### src/design/mme_pkg.sv
// Package for the matrix multiply engine: command/status types, config
// register indexes, reset values and the size clamp function. No dependencies.
`default_nettype none
package mme_pkg;

	localparam int unsigned MAX_DIM_DEF = 8;

	localparam int unsigned CFG_W   = 4;
	localparam int unsigned CIDX_W  = 2;
	localparam int unsigned IDX_W   = 3;
	localparam int unsigned DATA_W  = 32;
	localparam int unsigned PROD_W  = 64;
	localparam int unsigned ACC_W   = 67;
	localparam int unsigned FRAC_W  = 16;

	localparam logic [CIDX_W-1:0] CFG_ROWS_A    = 2'd0;
	localparam logic [CIDX_W-1:0] CFG_INNER_DIM = 2'd1;
	localparam logic [CIDX_W-1:0] CFG_COLS_B    = 2'd2;

	localparam logic [CFG_W-1:0] CFG_RESET = 4'd8;

	localparam logic [DATA_W-1:0] Q_MAX = 32'h7fff_ffff;
	localparam logic [DATA_W-1:0] Q_MIN = 32'h8000_0000;

	typedef struct packed {
		logic             wr_a;
		logic             wr_b;
		logic             issue;
		logic             first_k;
		logic             last_k;
		logic             last_elem;
		logic [IDX_W-1:0] r;
		logic [IDX_W-1:0] c;
		logic [IDX_W-1:0] k;
	} mme_cmd_t;

	typedef struct packed {
		logic pipe_busy;
	} mme_status_t;

	// clamp a size register to 1..maxd
	function automatic logic [CFG_W-1:0] eff_dim(input logic [CFG_W-1:0] v,
		input logic [CFG_W-1:0] maxd);
		logic [CFG_W-1:0] res;
		if (v == '0) begin
			res = 4'd1;
		end else if (v > maxd) begin
			res = maxd;
		end else begin
			res = v;
		end
		return res;
	endfunction

endpackage
`default_nettype wire

### src/design/mme_ctrl.sv
// Controller of the matrix multiply engine: config registers, load decode and
// the row/column/inner index sequencer. Depends on mme_pkg.
`default_nettype none
module mme_ctrl import mme_pkg::*; #(
	parameter int unsigned MAX_DIM = MAX_DIM_DEF
) (
	input  wire logic              clk,
	input  wire logic              arst_n,
	input  wire logic              start,
	input  wire logic              req_type,
	input  wire logic [IDX_W-1:0]  row,
	input  wire logic [IDX_W-1:0]  col,
	input  wire logic              final_load,
	input  wire logic              cfg_we,
	input  wire logic [CIDX_W-1:0] cfg_idx,
	input  wire logic [CFG_W-1:0]  cfg_wdata,
	input  wire mme_status_t       status,
	output logic                   busy,
	output mme_cmd_t               cmd
);

	localparam logic [CFG_W-1:0] MAXD = CFG_W'(MAX_DIM);

	localparam logic ST_IDLE = 1'b0;
	localparam logic ST_RUN  = 1'b1;

	logic             state_q;
	logic [CFG_W-1:0] rows_a_q, inner_dim_q, cols_b_q;
	logic [IDX_W-1:0] r_q, c_q, k_q;
	logic [CFG_W-1:0] ra, kd, cb;
	logic             accept, a_ok, b_ok, k_last, c_last, r_last;

	assign ra = eff_dim(rows_a_q, MAXD);
	assign kd = eff_dim(inner_dim_q, MAXD);
	assign cb = eff_dim(cols_b_q, MAXD);

	assign busy   = (state_q == ST_RUN) || status.pipe_busy;
	assign accept = start && !busy;

	assign a_ok = ({1'b0, row} < ra) && ({1'b0, col} < kd);
	assign b_ok = ({1'b0, row} < kd) && ({1'b0, col} < cb);

	assign k_last = ({1'b0, k_q} == kd - 4'd1);
	assign c_last = ({1'b0, c_q} == cb - 4'd1);
	assign r_last = ({1'b0, r_q} == ra - 4'd1);

	always_comb begin
		cmd           = '0;
		cmd.wr_a      = accept && !req_type && a_ok;
		cmd.wr_b      = accept && req_type && b_ok;
		cmd.issue     = (state_q == ST_RUN);
		cmd.first_k   = (k_q == '0);
		cmd.last_k    = k_last;
		cmd.last_elem = k_last && c_last && r_last;
		cmd.r         = r_q;
		cmd.c         = c_q;
		cmd.k         = k_q;
	end

	always_ff @(posedge clk or negedge arst_n) begin
		if (!arst_n) begin
			rows_a_q    <= CFG_RESET;
			inner_dim_q <= CFG_RESET;
			cols_b_q    <= CFG_RESET;
		end else if (cfg_we) begin
			case (cfg_idx)
				CFG_ROWS_A:    rows_a_q    <= cfg_wdata;
				CFG_INNER_DIM: inner_dim_q <= cfg_wdata;
				CFG_COLS_B:    cols_b_q    <= cfg_wdata;
				default: ;
			endcase
		end
	end

	always_ff @(posedge clk or negedge arst_n) begin
		if (!arst_n) begin
			state_q <= ST_IDLE;
			r_q     <= '0;
			c_q     <= '0;
			k_q     <= '0;
		end else begin
			case (state_q)
				ST_IDLE: begin
					r_q <= '0;
					c_q <= '0;
					k_q <= '0;
					if (accept && final_load) begin
						state_q <= ST_RUN;
					end
				end
				ST_RUN: begin
					if (k_last) begin
						k_q <= '0;
						if (c_last) begin
							c_q <= '0;
							if (r_last) begin
								r_q     <= '0;
								state_q <= ST_IDLE;
							end else begin
								r_q <= r_q + 3'd1;
							end
						end else begin
							c_q <= c_q + 3'd1;
						end
					end else begin
						k_q <= k_q + 3'd1;
					end
				end
				default: state_q <= ST_IDLE;
			endcase
		end
	end

endmodule
`default_nettype wire

### config.mk
export PLATFORM = sky130hd
export DESIGN_NAME = mme_ctrl
export DESIGN_NICKNAME = d
export VERILOG_FILES = /design/src/design/mme_pkg.sv /design/src/design/mme_ctrl.sv
export SDC_FILE = /design/constraint.sdc
export NUM_CORES = 1
export LEC_CHECK = 0
export BUFFER_PORTS_ARGS = -buffer_cell sky130_fd_sc_hd__buf_2
export CAP_MARGIN = 20
export CELL_PAD_IN_SITES_DETAIL_PLACEMENT = 1
export CELL_PAD_IN_SITES_GLOBAL_PLACEMENT = 1
export CORE_ASPECT_RATIO = 1.1
export CORE_MARGIN = 2
export CORE_UTILIZATION = 41
export DETAILED_ROUTE_END_ITERATION = 8
export MAX_ROUTING_LAYER = met4
export PLACE_DENSITY_LB_ADDON = 0.1
export RECOVER_POWER = 50
export SLEW_MARGIN = 20
export SYNTH_ARGS = -nofsm -noshare
export SYNTH_HDL_FRONTEND = slang
export SYNTH_SLANG_ARGS = --single-unit
### constraint.sdc
create_clock -name clk -period 3.1 [get_ports clk]
set_clock_uncertainty 0.1 [all_clocks]
set_input_delay 0.62 -clock clk [delete_from_list [all_inputs] [get_ports clk]]
set_output_delay 0.62 -clock clk [all_outputs]
set_load 0.005 [all_outputs]
## Word level (Yosys, flattened, before mapping)

Index checks and enable logic that the tools add are counted.

| word-level totals | value |
|---|---|
| register bits | 22 |
| input bits | 19 |
| output and inout port bits | 16 |

| operators by class | value |
|---|---|
| add/sub/neg operators | 6 |
| order comparisons | 7 |
| equal/unequal tests | 7 |
| muxes and demuxes | 20 |
| bitwise gates (word level) | 1 |
| reduce and logical (&&, ||, !) cells | 22 |

Operator list:

| operator | number |
|---|---|
| $mux W4 | 6 |
| $mux W3 | 6 |
| $pmux W3 S2 | 3 |
| $lt A3 B4 Y1 | 4 |
| $eq A3 B4 Y1 | 3 |
| $gt A4 B4 Y1 const B | 3 |
| $logic_not A4 Y1 | 3 |
| $sub A4 B1 Y4 const B | 3 |
| $logic_and A1 B1 Y1 | 10 |
| $add A3 B1 Y3 const B | 3 |
| $reduce_and A2 Y1 | 4 |
| $mux W1 | 4 |
| $ne A2 B1 Y1 const B | 2 |
| $logic_not A3 Y1 | 1 |
| $eq A2 B1 Y1 const B | 1 |
| $eq A2 B2 Y1 const B | 1 |
| $logic_not A1 Y1 | 2 |
| $logic_not A2 Y1 | 1 |
| $pmux W1 S2 | 1 |
| $logic_or A1 B1 Y1 | 1 |
| $not A1 Y1 | 1 |

## Logic depth before layout (Yosys ltp)

| logic depth | value |
|---|---|
| word-level depth | 9 |
| gate-level depth with buffers | 9 |
| depth with buffers taken out | 9 |

## Least setup slack after synthesis

OpenSTA, ideal clock, no wires.

| timing path | value |
|---|---|
| kind | reg2out |
| start point | reg inner_dim_q[2] |
| end point | out cmd[9] in the netlist's numbering |
| data arrival time | 1.885 ns |
| data required time | 2.380 ns |
| slack | 0.495 ns |
| cell stages (with the launch flop) | 8 |
| buffers on the path | 0 |
| path through | dfrtp_1 > o21ba_4 > or2_2 > ha_1 > xnor2_1 > xnor2_2 > o211ai_4 > nor3_1 |

RTL lines:

| what | RTL line | RTL |
|---|---|---|
| start: declaration | mme_ctrl.sv:28 | `logic [CFG_W-1:0] rows_a_q, inner_dim_q, cols_b_q;` |
| start signal: assignment | mme_ctrl.sv:68 | `CFG_INNER_DIM: inner_dim_q <= cfg_wdata;` |
| end: declaration | mme_ctrl.sv:19 | `output mme_cmd_t cmd` |

==> metrics.md <==
| Metric | Value |
|---|---|
| Vias/cell | 5.32 |
| Remaining Overflow, GRT | 0 |
| Final number of setup-violating endpoints | 0 |
| NumNets Final | 225 |
| Max stage delay cell, worst path | dfrtp_1 |
| Via Count | 1276 |
| Pre-CTS setup slack | 0.264 ns |
| Synth Warn # | 0 |
| Rel. slew slack | 0.157 |
| Critical path capture point | cmd[9] |
| P_int | 870 uW |
| Seq/Total Area, Yosys | 0.366 |
| Global-route wire length before repair | 6.11 mm |
| Buf+Inv Stages, Crit Path | 1 |
| Routed len/inst | 17.7 um |
| Hold Slack | 0.410 ns |
| Worst R2R Path Depth | 10 |
| Seq pwr share | 0.326 |
| Pin count of the biggest net entering global routing | 23 |
| Leakage power | 0.877 nW |
| Clk root buf | clkbuf_8 |
| Starting Density | 0.421 |
| Die Area | 4200 sq um |
| Most frequent CP cell | xnor2_2 |
| Comb power frac | 0.546 |
| Critical path required time | 2.38 ns |
| Clock sinks | 22 |
| Worst r2r dst | r_q[2]$_DFFE_PN0P_ |
| Slew @ Worst Pin | 1.26 ns |
| Layout cell share with drive strength beyond 1 | 0.426 |
| CP arrival | 2.32 ns |
| Tcrit/Tclk final | 0.979 |
| Count of cell types in the netlist | 43 |
| H-Tree Depth | 1 |
| Buffers on Ports | 34 |
| Gpl congestion | 0.760 |
| Chip Height | 67.8 um |
| Setup Crit Path Kind | flop to output pin |
| Final core utilization | 0.531 |
| Reg-to-Reg Start | cols_b_q[1]$_DFFE_PN0P_ |
| Net Sw Power | 602 uW |
| Vias in the first global route | 1315 |
| Worst setup SP type | flop |
| Critical path's top delay family | simple AND/OR/NAND/NOR gates |
| Crit path launch | inner_dim_q[1]$_DFFE_PN0P_ |
| Drt drc | 0 |
| Status | completed |
| Max IR drop VDD | 0.000361 V |
| Seq cells post-synth | 22 |
| Row count | 23 |
| Crit path time final | 3.04 ns |
| Critical path fanouts, max | 5 |
| Inst Count DP | 228 |
| R2r setup slk | 0.56 ns |
| Worst setup margin | 0.0640 ns |
| Total track usage | 0.204 |
| Reg clk slew, reported paths | 0.07 ns |
| Max Root-Sink Buffers | 2 |
| Initial antenna violation count | 0 |
| Max-slew violations | 0 |
| Core ar. | 3600 sq um |
| Syn Inst Count | 146 |
| Crit path depth | 8 |
| 1st-iter DRT viols | 42 |
| Die Span X | 62.0 um |
| Synthesized area per cell | 10.4 sq um |
| Post-synth top area share | 0.314 |
| Post-route ant nets | 0 |
| CP max stage delay | 0.40 ns |
| Crit path cell chain | o21ba_4 -> or2_2 -> ha_2 -> xnor2_2 -> xnor2_2 -> o211ai_4 -> nor3_2 -> buf_2 |
| Syn nets | 180 |
| Hpwl dp | 3.01 mm |
| Num CTS Buffers | 3 |
| Cell area power density | 770 nW/um^2 |
| Cell Count, Final, Fillers Out | 240 |
| Max-cap viol count | 0 |
| Fin. Hold Viols | 0 |
| Area leader, netlist | dfrtp_1 |
| TritonCTS clock tree | yes |
| Area grow syn2layout | 26.2% |
| Highest-count cells in the layout ignoring fill and taps | buf_2, dfrtp_1, ha_1 |
| Min-delay worst type | flop to flop |
| Cell Area, Synth | 1520 sq um |
| Ant. Diodes | 0 |
| Worst-skew pair later-pin latency | 0.27 ns |
| Setup crit end kind | output pin |
| Routed wire length | 4.26 mm |
| 1st-pass router iterations | 4 |
| Switching Fraction | 0.409 |
| Power consumption | 1.47 mW |
| Highest clock rate | 329 MHz |
| Most common cell after layout, fill and taps aside | buf_2 |
| Clk pwr share | 0.127 |
| I/O pin count | 35 |
| Top cells by area, synth | dfrtp_1, ha_1, mux2_2, dfstp_2, xnor2_1 |
==> synthesized netlist by cell type, drive strengths merged <==
library cell / count
a211o: 1
a21oi: 6
a311oi: 1
a31oi: 2
and2: 1
and3: 2
buf: 3
dfrtp: 19
dfstp: 3
ha: 15
inv: 13
mux2: 11
nand2: 6
nand2b: 7
nand3: 4
nand3b: 4
nand4: 2
nand4b: 1
nor2: 4
nor2b: 1
nor3: 2
nor3b: 1
nor4: 1
o211a: 1
o211ai: 2
o21a: 2
o21ai: 11
o21ba: 3
o311ai: 1
o31a: 4
or2: 2
xnor2: 7
xor2: 3
==> stage by stage <==
stage          TNS (ns)  instance area (sq um)
2_1_floorplan         0                   1520
3_3_place_gp          0                   1740
3_5_place_dp          0                   1740
4_1_cts               0                   1790
5_1_grt         -0.0306                   1910
6_report              0                   1910
==> layer usage <==
layer / vias to the layer above / routed length (um) / GRT usage
met5: - / 0 / -
met4: 0 / 38 / 0.0585
met3: 5 / 85 / 0.0268
met2: 21 / 2290 / 0.353
met1: 638 / 1840 / 0.243
li1: 612 / - / -
==> registers in the layout, indices dropped and copies added, names as in the netlist <==
| signal | cells |
|---|---|
| inner_dim_q | 4 |
| state_q | 1 |
| rows_a_q | 4 |
| r_q | 3 |
| k_q | 3 |
| c_q | 3 |
| cols_b_q | 4 |
==> logic make-up (layout without fill, tap and decap cells) <==
kind of cell | count (synthesis) | in the layout | synth area share
AND/OR/NAND/NOR | 38 | 38 | 0.148
AO/OA/AOI/OAI | 34 | 35 | 0.171
flip-flops | 22 | 22 | 0.366
buffers and inverters | 16 | 59 | 0.0471
multiplexers | 11 | 11 | 0.0818
XOR/XNOR | 10 | 10 | 0.0628
adder cells (fa/ha/maj) | 15 | 15 | 0.124
==> timing repair <==
item / CTS / global route
hold buffers: 0 / 0
setup endpoints to repair: 1 / 2
setup buffers: 0 / 7
gates cloned: 0 / 1
pin swaps: 0 / 3
resized for setup: 2 / 9
==> power groups by stage <==
| stage | Sequential [mW] | Combinational, mW | Clock (mW) |
|---|---|---|---|
| 6_report | 0.481 | 0.805 | 0.187 |
| 3_5_place_dp | 0.474 | 0.652 | 0 |
| 4_1_cts | 0.468 | 0.671 | 0.195 |
| 3_3_place_gp | 0.468 | 0.620 | 0 |
| 2_1_floorplan | 0.448 | 0.482 | 0 |
| 5_1_grt | 0.495 | 0.888 | 0.204 |
==> cell type report <==
cell class	instances	area (sq um)
clock buffers	4	45.0
fillers	432	1690
inverters	13	51.3
multi-input cells	109	971
flip-flops and latches	22	556
well taps	50	62.6
repair buffers	42	226
==> worst min path at each step <==
stage | startpoint | end | slack, ns | cells past startpoint
2_1_floorplan | arst_n | c_q[0]$_DFFE_PN0P_ | 0.22 | 0
3_3_place_gp | cols_b_q[0]$_DFFE_PN0P_ | cols_b_q[0]$_DFFE_PN0P_ | 0.39 | 1
3_5_place_dp | cols_b_q[0]$_DFFE_PN0P_ | cols_b_q[0]$_DFFE_PN0P_ | 0.39 | 1
4_1_cts | arst_n | r_q[0]$_DFFE_PN0P_ | 0.23 | 1
5_1_grt | cols_b_q[0]$_DFFE_PN0P_ | cols_b_q[0]$_DFFE_PN0P_ | 0.44 | 1
6_report | cols_b_q[0]$_DFFE_PN0P_ | cols_b_q[0]$_DFFE_PN0P_ | 0.41 | 1
Note: power is estimated with default switching activity, not from simulation.
